**src/design/timed_diverter_scheduler_macros.svh**
```systemverilog
// Assertion macros for the timed diverter scheduler.
// Included by files that check their own logic; no other dependencies.
`ifndef TIMED_DIVERTER_SCHEDULER_MACROS_SVH
`define TIMED_DIVERTER_SCHEDULER_MACROS_SVH

`ifndef SYNTHESIS

// Same-cycle implication, checked at every rising edge outside reset.
`define TDS_ASSERT_IMPLY(label, clk, rst_n, ante, cons) \
	label: assert property (@(posedge clk) disable iff (!rst_n) (ante) |-> (cons)) \
		else $error("same-cycle implication failed");

// Next-cycle implication, checked at every rising edge outside reset.
`define TDS_ASSERT_NEXT(label, clk, rst_n, ante, cons) \
	label: assert property (@(posedge clk) disable iff (!rst_n) (ante) |=> (cons)) \
		else $error("next-cycle implication failed");

`else

`define TDS_ASSERT_IMPLY(label, clk, rst_n, ante, cons)
`define TDS_ASSERT_NEXT(label, clk, rst_n, ante, cons)

`endif

`endif

```
**src/design/tds_pkg.sv**
```systemverilog
// Shared types and constants for the timed diverter scheduler.
// No dependencies; used by the controller and the top level.
package tds_pkg;

	localparam int TICK_W    = 32;
	localparam int DELAY_W   = 31;
	localparam int CODE_W    = 8;
	localparam int SLOT_W    = 4;
	localparam int CFG_IDX_W = 1;

	// Recognized destination codes.
	localparam logic [CODE_W-1:0] DEST_A = 8'h01;
	localparam logic [CODE_W-1:0] DEST_B = 8'h02;

	// Configuration register indexes.
	localparam logic [CFG_IDX_W-1:0] REG_DELAY_A = 1'd0;
	localparam logic [CFG_IDX_W-1:0] REG_DELAY_B = 1'd1;

	localparam logic [DELAY_W-1:0] DELAY_A_RESET = 31'd4000;
	localparam logic [DELAY_W-1:0] DELAY_B_RESET = 31'd7500;

	typedef enum logic [1:0] {
		DIV_NONE = 2'd0,
		DIV_A    = 2'd1,
		DIV_B    = 2'd2
	} div_t;

	// One slot of the package table.
	typedef struct packed {
		logic [TICK_W-1:0] due;
		div_t              div;
		logic              done;
	} entry_t;

	typedef enum logic [1:0] {
		ST_IDLE,
		ST_SCAN,
		ST_DRAIN,
		ST_FINISH
	} state_t;

	// Finished tick from the controller to the output register.
	typedef struct packed {
		logic              load;
		logic              fire_a;
		logic              fire_b;
		logic [SLOT_W-1:0] write_slot;
	} result_t;

endpackage

```
**src/design/tds_ram.sv**
```systemverilog
// Generic simple dual-port RAM: one write port, one read port, registered read.
// No dependencies.
module tds_ram #(
	parameter int WIDTH = 8,
	parameter int DEPTH = 16
) (
	input  logic                     clk,
	input  logic                     wr_en,
	input  logic [$clog2(DEPTH)-1:0] wr_addr,
	input  logic [WIDTH-1:0]         wr_data,
	input  logic                     rd_en,
	input  logic [$clog2(DEPTH)-1:0] rd_addr,
	output logic [WIDTH-1:0]         rd_data
);

	logic [WIDTH-1:0] mem_q [DEPTH];

	// Write port.
	always_ff @(posedge clk) begin
		if (wr_en) begin
			mem_q[wr_addr] <= wr_data;
		end
	end

	// Read port; the read data is registered.
	always_ff @(posedge clk) begin
		if (rd_en) begin
			rd_data <= mem_q[rd_addr];
		end
	end

endmodule

```
**src/design/tds_ctrl.sv**
```systemverilog
// Tick sequencer: scans the package table one slot per cycle, writes back fired
// slots and the new recognition. Depends on tds_pkg and tds_ram.
module tds_ctrl
	import tds_pkg::*;
#(
	parameter int TABLE_DEPTH = 16
) (
	input  logic               clk,
	input  logic               arst_n,
	input  logic               in_valid,
	output logic               in_stall,
	input  logic               belt_running,
	input  logic               new_package,
	input  logic [CODE_W-1:0]  dest_code,
	input  logic [DELAY_W-1:0] delay_a,
	input  logic [DELAY_W-1:0] delay_b,
	input  logic               out_free,
	output result_t            res
);

	localparam int PW = $clog2(TABLE_DEPTH);
	localparam int EW = $bits(entry_t);
	localparam logic [PW-1:0] LAST_SLOT = PW'(TABLE_DEPTH - 1);

	state_t            state_q, state_d;
	logic [TICK_W-1:0] tick_q;
	logic              belt_q, new_q;
	logic [CODE_W-1:0] code_q;
	logic [PW-1:0]     idx_q, ptr_q, ptr_next;
	logic [TABLE_DEPTH-1:0] valid_q;
	logic              en_a_q, en_b_q;
	logic              vld_s1, live_s1;
	logic [PW-1:0]     addr_s1;

	logic              rd_en, wr_en, hit, load;
	logic [PW-1:0]     wr_addr;
	entry_t            wr_data, rd_entry, new_entry;
	logic [EW-1:0]     rd_data;
	logic [TICK_W-1:0] due_diff;
	logic [PW+SLOT_W-1:0] slot_ext;

	tds_ram #(
		.WIDTH (EW),
		.DEPTH (TABLE_DEPTH)
	) u_table (
		.clk     (clk),
		.wr_en   (wr_en),
		.wr_addr (wr_addr),
		.wr_data (wr_data),
		.rd_en   (rd_en),
		.rd_addr (idx_q),
		.rd_data (rd_data)
	);

	assign rd_entry = entry_t'(rd_data);
	assign due_diff = tick_q - rd_entry.due;
	assign in_stall = (state_q != ST_IDLE);

	// A slot fires when live, pending, assigned, and its due time has been reached.
	assign hit = vld_s1 && live_s1 && !rd_entry.done && (rd_entry.div != DIV_NONE)
		&& !due_diff[TICK_W-1];

	assign ptr_next = (ptr_q == LAST_SLOT) ? '0 : ptr_q + PW'(1);

	// Entry for the recognition that arrived with this tick.
	always_comb begin
		new_entry.done = 1'b0;
		unique case (code_q)
			DEST_A: begin
				new_entry.due = tick_q + {1'b0, delay_a};
				new_entry.div = DIV_A;
			end
			DEST_B: begin
				new_entry.due = tick_q + {1'b0, delay_b};
				new_entry.div = DIV_B;
			end
			default: begin
				new_entry.due = '0;
				new_entry.div = DIV_NONE;
			end
		endcase
	end

	// Next state and table port control.
	always_comb begin
		state_d = state_q;
		rd_en   = 1'b0;
		load    = 1'b0;
		unique case (state_q)
			ST_IDLE: begin
				if (in_valid) begin
					state_d = ST_SCAN;
				end
			end
			ST_SCAN: begin
				rd_en = 1'b1;
				if (idx_q == LAST_SLOT) begin
					state_d = ST_DRAIN;
				end
			end
			ST_DRAIN: begin
				state_d = ST_FINISH;
			end
			ST_FINISH: begin
				if (out_free) begin
					load    = 1'b1;
					state_d = ST_IDLE;
				end
			end
			default: begin
				state_d = ST_IDLE;
			end
		endcase

		// Fired slots write back during the scan; the new entry only at the end,
		// so the two never share a cycle.
		wr_en   = 1'b0;
		wr_addr = addr_s1;
		wr_data = rd_entry;
		if (hit) begin
			wr_en        = 1'b1;
			wr_data.done = 1'b1;
		end else if (load && new_q) begin
			wr_en   = 1'b1;
			wr_addr = ptr_q;
			wr_data = new_entry;
		end
	end

	always_ff @(posedge clk or negedge arst_n) begin
		if (!arst_n) begin
			state_q <= ST_IDLE;
		end else begin
			state_q <= state_d;
		end
	end

	// Tick counter, scan index, write pointer and slot valid bits.
	always_ff @(posedge clk or negedge arst_n) begin
		if (!arst_n) begin
			tick_q  <= '0;
			idx_q   <= '0;
			ptr_q   <= '0;
			valid_q <= '0;
		end else begin
			if (state_q == ST_IDLE && in_valid) begin
				tick_q <= tick_q + TICK_W'(1);
				idx_q  <= '0;
			end else if (rd_en) begin
				idx_q <= idx_q + PW'(1);
			end
			if (load && new_q) begin
				valid_q[ptr_q] <= 1'b1;
				ptr_q          <= ptr_next;
			end
		end
	end

	// Word fields held for the length of the tick.
	always_ff @(posedge clk) begin
		if (state_q == ST_IDLE && in_valid) begin
			belt_q <= belt_running;
			new_q  <= new_package;
			code_q <= dest_code;
		end
	end

	// Read pipeline stage: slot number and its valid bit travel with the read.
	always_ff @(posedge clk or negedge arst_n) begin
		if (!arst_n) begin
			vld_s1  <= 1'b0;
			live_s1 <= 1'b0;
		end else begin
			vld_s1  <= rd_en;
			live_s1 <= valid_q[idx_q];
		end
	end

	always_ff @(posedge clk) begin
		addr_s1 <= idx_q;
	end

	// Diverter enables: set by fired slots, cleared when emitted on a running belt.
	always_ff @(posedge clk or negedge arst_n) begin
		if (!arst_n) begin
			en_a_q <= 1'b0;
			en_b_q <= 1'b0;
		end else if (hit) begin
			if (rd_entry.div == DIV_A) begin
				en_a_q <= 1'b1;
			end
			if (rd_entry.div == DIV_B) begin
				en_b_q <= 1'b1;
			end
		end else if (load && belt_q) begin
			en_a_q <= 1'b0;
			en_b_q <= 1'b0;
		end
	end

	assign slot_ext = {{SLOT_W{1'b0}}, (new_q ? ptr_next : ptr_q)};

	assign res.load       = load;
	assign res.fire_a     = belt_q & en_a_q;
	assign res.fire_b     = belt_q & en_b_q;
	assign res.write_slot = slot_ext[SLOT_W-1:0];

endmodule

```
**src/design/timed_diverter_scheduler.sv**
```systemverilog
// Channel   Direction  Handshake            Word fields
// in        input      in_valid / in_stall   belt_running, new_package, dest_code
// out       output     out_valid / out_stall fire_a, fire_b, write_slot
// cfg       input      cfg_wr_en             cfg_index, cfg_wdata
//
// A tick is paced by the table memory's single read port: one slot is read per cycle
// in the scan, followed by a pipeline drain, a finish and an idle state.
// Reset clears the slot valid bits at once; no clearing pass, a word is taken right away.
// A stalled result is held in the output register while the next tick runs; the
// tick then waits at its finish until the register is free.
// Top level of the timed diverter scheduler: configuration registers, output
// register and assertions. Depends on tds_pkg, tds_ctrl and the macros header.
`include "timed_diverter_scheduler_macros.svh"

module timed_diverter_scheduler
	import tds_pkg::*;
#(
	parameter int TABLE_DEPTH = 16
) (
	input  logic                 clk,
	input  logic                 arst_n,
	input  logic                 in_valid,
	output logic                 in_stall,
	input  logic                 belt_running,
	input  logic                 new_package,
	input  logic [CODE_W-1:0]    dest_code,
	output logic                 out_valid,
	input  logic                 out_stall,
	output logic                 fire_a,
	output logic                 fire_b,
	output logic [SLOT_W-1:0]    write_slot,
	input  logic                 cfg_wr_en,
	input  logic [CFG_IDX_W-1:0] cfg_index,
	input  logic [DELAY_W-1:0]   cfg_wdata
);

	logic [DELAY_W-1:0] delay_a_q, delay_b_q;
	logic               out_free;
	result_t            res;

	// Configuration registers.
	always_ff @(posedge clk or negedge arst_n) begin
		if (!arst_n) begin
			delay_a_q <= DELAY_A_RESET;
			delay_b_q <= DELAY_B_RESET;
		end else if (cfg_wr_en) begin
			unique case (cfg_index)
				REG_DELAY_A: delay_a_q <= cfg_wdata;
				REG_DELAY_B: delay_b_q <= cfg_wdata;
				default: ;
			endcase
		end
	end

	tds_ctrl #(
		.TABLE_DEPTH (TABLE_DEPTH)
	) u_ctrl (
		.clk          (clk),
		.arst_n       (arst_n),
		.in_valid     (in_valid),
		.in_stall     (in_stall),
		.belt_running (belt_running),
		.new_package  (new_package),
		.dest_code    (dest_code),
		.delay_a      (delay_a_q),
		.delay_b      (delay_b_q),
		.out_free     (out_free),
		.res          (res)
	);

	// Output register: free when empty or when its word is taken this cycle.
	assign out_free = !out_valid || !out_stall;

	always_ff @(posedge clk or negedge arst_n) begin
		if (!arst_n) begin
			out_valid <= 1'b0;
		end else if (res.load) begin
			out_valid <= 1'b1;
		end else if (!out_stall) begin
			out_valid <= 1'b0;
		end
	end

	always_ff @(posedge clk) begin
		if (res.load) begin
			fire_a     <= res.fire_a;
			fire_b     <= res.fire_b;
			write_slot <= res.write_slot;
		end
	end

	// A result never overwrites a word that is still waiting.
	`TDS_ASSERT_IMPLY(a_load_when_free, clk, arst_n, res.load, !out_valid || !out_stall)
	// A tick never completes in the cycle after it is taken.
	`TDS_ASSERT_NEXT(a_no_early_result, clk, arst_n, in_valid && !in_stall, !res.load)
	// After a result is loaded the block is ready for the next word.
	`TDS_ASSERT_NEXT(a_ready_after_load, clk, arst_n, res.load, !in_stall)

endmodule
```
**config.mk**
```make
export PLATFORM = sky130hd
export DESIGN_NAME = timed_diverter_scheduler
export DESIGN_NICKNAME = d
export VERILOG_FILES = /design/src/design/tds_pkg.sv /design/src/design/tds_ram.sv /design/src/design/tds_ctrl.sv /design/src/design/timed_diverter_scheduler.sv
export VERILOG_INCLUDE_DIRS = /design/src /design/src/design
export SDC_FILE = /design/constraint.sdc
export NUM_CORES = 1
export LEC_CHECK = 0
export BUFFER_PORTS_ARGS = -buffer_cell sky130_fd_sc_hd__clkbuf_2
export CAP_MARGIN = 30
export CORE_ASPECT_RATIO = 0.7
export CORE_MARGIN = 2
export CORE_UTILIZATION = 45
export DETAILED_ROUTE_END_ITERATION = 8
export PLACE_DENSITY = 0.66
export SLEW_MARGIN = 25
export SYNTH_ARGS = -nofsm -noshare
export SYNTH_HDL_FRONTEND = slang
export SYNTH_SLANG_ARGS = --single-unit
```
**constraint.sdc**
```tcl
create_clock -name clk -period 6.78 [get_ports clk]
set_clock_uncertainty 0.15 [all_clocks]
set_input_delay 0.678 -clock clk [delete_from_list [all_inputs] [get_ports clk]]
set_output_delay 0.678 -clock clk [all_outputs]
set_load 0.005 [all_outputs]
```
**Word-level counts from Yosys, hierarchy flattened**

Memories as Yosys holds them, arrays and structs flattened. A register that Yosys moved wholly into a read port is not among the register bits.
Cells that the tools add are included.

- $add $sub $neg: 6
- Multiply operators: 0
- Div/mod/pow operators: 0
- $lt $le $gt $ge: 3
- Eq/ne operators: 15
- Shifts and indexed selects: 0
- Multiplexer cells: 32
- Bitwise gates (word level): 4
- Reductions and logical operators: 23

Operators by type and width:

| operator | number |
|---|---|
| $pmux 34 s2 | 1 |
| $add 32x31->32 | 2 |
| $mux 35 | 1 |
| $mux 34 | 1 |
| $add 32x1->32 const B | 1 |
| $sub 32x32->32 | 1 |
| $mux 4 | 6 |
| $mux 1 | 17 |
| $or 16x16->16 | 1 |
| $lt 4x5->1 const B | 2 |
| $add 4x1->4 const B | 2 |
| $eq 4x4->1 const B | 2 |
| $eq 8x1->1 const B | 1 |
| $eq 8x2->1 const B | 1 |
| $logic_and 1x1->1 | 8 |
| $ne 2x2->1 const B | 4 |
| $pmux 2 s4 | 1 |
| $reduce_and 2->1 | 4 |
| $reduce_bool 2->1 | 4 |
| $eq 2x2->1 const B | 3 |
| $mux 2 | 3 |
| $bmux 1 s4 | 1 |
| $demux 1 s4 | 1 |
| $eq 2x1->1 const B | 2 |
| other kinds (8) | 13 |

- Bits in registers: 145
- Latch bits: 0
- Bits in writable memories: 560
- Memory bits (read-only): 0
- Bits of input ports: 47
- Word-level logic and storage cells: 103
- Memories: 1

Memory list:

| name | words | width | rd ports | clocked after memory_dff | wr ports | RTL line | RTL |
|---|---|---|---|---|---|---|---|
| u_ctrl.u_table.mem_q | 16 | 35 | 1 | 1 | 1 | tds_ram.sv:16 | `logic [WIDTH-1:0] mem_q [DEPTH];` |

**Depth between registers and ports, before layout**

- Depth after elaboration: 9
- Depth in mapped cells: 16
- Gate-level depth less buffers: 14

**Cells and area by module**

From an unflattened synthesis, not the netlist that was laid out.

- Cells, all modules: 1780
- Area, all modules: 31711.7 µm²

By module, submodules not included:

| module | instances | cells an instance | area each (µm²) | seq. area each (µm²) |
|---|---|---|---|---|
| tds_ram | 1 | 914 | 22402.7 | 17867.1 |
| tds_ctrl | 1 | 725 | 6627.6 | 1931.9 |
| timed_diverter_scheduler | 1 | 141 | 2681.3 | 1773.0 |

**Worst setup path before layout**

No wires, ideal clock.

- Path type: reg2reg
- Start: register u_ctrl.code_q[5]
- End: memory u_ctrl.u_table.mem_q[0][31] in the netlist's numbering, data pin
- Library setup time: 341 ps
- Arrival: 4152 ps
- Setup slack: 2137 ps
- Cell stages (with the launch flop): 17
- Buffers on the path: 2
- Period minus slack after synthesis: 4643 ps
- Path through: edfxtp_1 -> nor2_1 -> nand3_1 -> or3b_2 -> clkbuf_1 -> buf_1 -> mux2_2 -> ha_1 -> fa_1 -> nand3_1 -> nand2_1 -> a21oi_1 -> o211a_1 -> o41ai_2 -> a311oi_1 -> xor2_1 -> o31ai_1

- Cells in the longest elaborated chain, start to end: 4
- Elaborated cells on any way between the ends: 5
- Classes of those cells: eq/ne (2); mux (3)

Ends and longest elaborated chain:

| element | RTL line | RTL |
|---|---|---|
| from (decl) | tds_ctrl.sv:28 | `logic [CODE_W-1:0] code_q;` |
| from (signal assigned) | tds_ctrl.sv:164 | `code_q <= dest_code;` |
| $eq 8x2->1 or $eq 8x1->1 (tied branches) | tds_ctrl.sv:68 | `unique case (code_q)` |
| $pmux 34 s2 * | tds_ctrl.sv:68 |  |
| $mux 35 * | tds_ctrl.sv:123 | `end else if (load && new_q) begin` |
| $mux 34 * | tds_ctrl.sv:120 | `if (hit) begin` |
| named net u_ctrl.u_table.wr_data[31] | tds_ram.sv:10 | `input logic [WIDTH-1:0] wr_data,` |
| to (decl) | tds_ram.sv:16 |  |

Mark *: on every way through the listed nets, which the timed path passes. The rest lies on a longest branch.

**Worst setup path after layout**

- Start: register u_ctrl.tick_q[30]
- End: memory u_ctrl.u_table.mem_q[7][32] in the netlist's numbering (enable)

- Cells in the longest elaborated chain, start to end: 6
- Elaborated cells on any way between the ends: 7
- Classes of those cells: add/sub (1); mux (4); reduce/logical (2)

Ends and longest elaborated chain:

| element | RTL line | RTL |
|---|---|---|
| from (decl) | tds_ctrl.sv:26 | `logic [TICK_W-1:0] tick_q;` |
| from (signal assigned) | tds_ctrl.sv:147 | `tick_q <= tick_q + TICK_W'(1);` |
| $sub 32x32->32 * | tds_ctrl.sv:56 | `assign due_diff = tick_q - rd_entry.due;` |
| $logic_not 1->1 * | tds_ctrl.sv:61 | `&& !due_diff[TICK_W-1];` |
| $logic_and 1x1->1 * | tds_ctrl.sv:61 |  |
| $mux 1 | tds_ctrl.sv:120 |  |
| $mux 1 | tds_ram.sv:20 | `if (wr_en) begin` |
| $mux 1 (not written as such) | tds_ram.sv:21 | `mem_q[wr_addr] <= wr_data;` |

Mark *: on every way between the ends. The rest lies on a longest branch, timed or not.

==> impl_metrics.tcl <==
set metrics [dict create \
    drc 0 \
    drt_iter0_drc 1830 \
    synth_area_mm2 0.0314 \
    synth_edf_count 611 \
    track_usage_pct 19.5 \
    slowest_stage "a21oi_4" \
    cts_setup_buffers 0 \
    wl_um 69200 \
    coreArea_mm2 0.0686 \
    final_common_cell "edfxtp_1" \
    grt_pass1_wl_um 104000 \
    timing.fmax_mhz 178 \
    nets 1970 \
    multi_input_area_mm2 0.00950 \
    nFillCells 5389 \
    wl_per_cell_um 24.7 \
    synth_cells 1731 \
    crit_top_cell "a21oi_4" \
    fin_total_pwr_uw 13300 \
    finalSetupViolations 0 \
    hp-start "dest_code[2]" \
    die_height_um 225 \
    synth-seq-cells 740 \
    crit_type "reg2reg" \
    cts-root-buf "clkbuf_16" \
    num_vias 16600 \
    cp_cell_sequence "ha_1 -> nand4_1 -> nor4_2 -> nand2_1 -> o221ai_1 -> o21ai_1 -> a21oi_4 -> o211ai_1 -> a21oi_4 -> buf_4" \
    clk_latency_ns 0.61 \
    finalWeightedCongestion 0.899 \
    cap_viol_max_count 0 \
    critPathLaunch "u_ctrl.tick_q[30]" \
    synth_top_flop_cell "edfxtp_1" \
    grt_max_degree 118 \
    reg2reg_from "u_ctrl.tick_q[30]" \
    synth_cell_types 65 \
    synth_top_area_cell "edfxtp_1" \
    port_buffers 54 \
    synth.avg_cell_area_um2 18.1 \
    hold-worst-slack_ns 0.103 \
    ys_warn_count 0 \
    postSynth.asyncResetShare_pct 16.9 \
    synth_top_area_share_pct 58.5 \
    overflow 0 \
    worst_pin_slew_ns 1.17 \
    hold_buffers 1 \
    critPathLaunchType "flop" \
    p_per_area_mw_per_mm2 376 \
    viasPerCell 5.92 \
    grt_pass1_vias 16400 \
    worstPathArrival_ns 5.72 \
    yosysSeqAreaShare_pct 68.8 \
    num_antenna_cells 0 \
    final_cell_mix "611 x edfxtp_1, 180 x mux4_2, 108 x dfrtp_1" \
    tns_ns 0 \
    drive_gt1_share_pct 28.3 \
    dieArea_mm2 0.0718 \
    maxSlewViolCount 0 \
    setup_ws_ns 1.15 \
    rsz0062_at_grt "false" \
    place_hpwl_um 41300 \
    clk_transition_reported_paths_ns 0.06 \
    h-tree-depth 3 \
    r2r_cells 10 \
    critPathCaptureType "flop" \
    critPathBufInv 1 \
    placementRows 80 \
    worstHoldPathType "in2reg" \
    die_w_um 320 \
    path_depth 10 \
    drtAntennaViolNets 0 \
    synth_area_leaders "edfxtp_1 59%, mux4_2 13%, dfrtp_1 8.9%" \
    synth_fp_nets 1858 \
    critical_path.max_fanout 28 \
    io_pins 55 \
    cp.required_ns 6.87 \
    antenna_found_initial 1 \
    max_stage_delay_ns 0.67 \
    first_pass_iters 5 \
    clk_path_buf_depth 3 \
    area_growth_pct 12.9 \
    p_leak_uw 0.0123 \
    finish.instance_area_mm2 0.0354 \
    slew_headroom_pct 21.3 \
    hold_depth 1 \
    placed_area_mm2 0.0332 \
    cts_resized 0 \
    path_delay_family "compound AO/OA/AOI/OAI gates" \
    peakVddDrop_mv 0.252 \
    start_util_pct 45.7 \
    post-route-min-period_ns 5.63 \
    cts_tree "yes" \
    pre_cts_ws_ns 1.35 \
    seqCellArea_mm2 0.0216 \
    outcome "complete, no violations" \
    hold_viol 0 \
    min_period_over_period_pct 83.0 \
    cts_made_buffers 68 \
    clock_sinks 740 \
]
## flip-flops by register name, indices dropped and copies added (netlist names)
| signal | cells |
|---|---|
| delay_a_q | 31 |
| delay_b_q | 31 |
| fire_a | 1 |
| fire_b | 1 |
| out_valid | 1 |
| u_ctrl.addr_s1 | 4 |
| u_ctrl.belt_q | 1 |
| u_ctrl.code_q | 8 |
| u_ctrl.en_a_q | 1 |
| u_ctrl.en_b_q | 1 |
| u_ctrl.idx_q | 4 |
| u_ctrl.live_s1 | 1 |
| u_ctrl.new_q | 1 |
| u_ctrl.ptr_q | 4 |
| u_ctrl.state_q | 2 |
| u_ctrl.tick_q | 32 |
| u_ctrl.u_table.mem_q | 560 |
| u_ctrl.u_table.rd_data | 35 |
| u_ctrl.valid_q | 16 |
| u_ctrl.vld_s1 | 1 |
| write_slot | 4 |
## cell families (layout without fill, tap and decap cells)
logic type                 after synthesis  in the layout  synth area share (%)
adders and majority gates               80             80                  3.22
muxes                                  281            281                  16.5
DFF                                    740            740                  68.8
AOI/OAI and AO/OA                      237            237                  4.87
and+or+nand+nor                        203            203                  3.24
xor gates and xnor gates                64             64                  1.79
buffers and inverters                  126            292                  1.56
## worst register-to-register path: cells and delay by family, from the launching register on
kind	cells	cell delay, ns
AO/OA/AOI/OAI	5	2.54
adder cells (fa/ha/maj)	1	0.43
flip-flops	1	0.49
AND/OR/NAND/NOR	3	1.03
buffers and inverters	1	0.61
## power by group
group / internal (uW) / leakage (uW) / switching, uW
combinational: 1440 / 0.00417 / 1890
sequential: 5900 / 0.00711 / 296
clock: 2130 / 0.00106 / 1640
total: 9470 / 0.0123 / 3830
## metal layers
layer	share of wire [%]	vias to the layer above	GRT usage, %
met2	45	628	29.1
li1	-	7161	-
met4	1.6	0	4.37
met3	7.4	85	3.51
met5	0	-	0
met1	46	8705	30.1
## path summary, 6_finish.rpt
path	slack, ns	end
max reg2reg	1.15	u_ctrl.u_table.mem_q[7][32]
max in group asynchronous	4.84	delay_a_q[25]
max	1.15	u_ctrl.u_table.mem_q[7][32]
min	0.10	u_ctrl.code_q[2]
min reg2reg	0.30	u_ctrl.valid_q[11]
min in group asynchronous	0.49	u_ctrl.state_q[0]
## Yosys cell counts (6+ instances only)
master	instances
a21oi_1	61
nand4_1	24
ha_1	79
buf_1	19
nand2_1	62
nand3_1	25
a21o_1	31
buf_2	6
and3_1	17
o31ai_1	22
inv_1	54
dfrtp_1	112
clkbuf_1	46
mux2_2	96
and2_1	6
nand2b_1	6
nor3_1	6
edfxtp_1	611
dfstp_2	13
xor2_1	24
a211oi_1	6
xnor2_1	40
nor2b_1	8
o21ai_0	61
a22o_1	7
mux4_2	180
nor2_1	35
## per-stage QoR
| stage | util, % | cells |
|---|---|---|
| floorplan | - | 1731 |
| global placement | 48.3 | 2671 |
| detailed placement | 48.4 | 2674 |
| CTS | 51.6 | 2799 |
| global route | 51.6 | 2799 |
| finish | 51.6 | 2799 |
## layout make-up
cell class,instances,area share [%]
clock inverters,37,0.923
flip-flops and latches,740,61.0
clock buffers,87,5.21
repair buffers,114,2.26
well taps,902,3.19
inverters,54,0.573
multi-input cells,865,26.9
(Power assumes the default switching activity.)
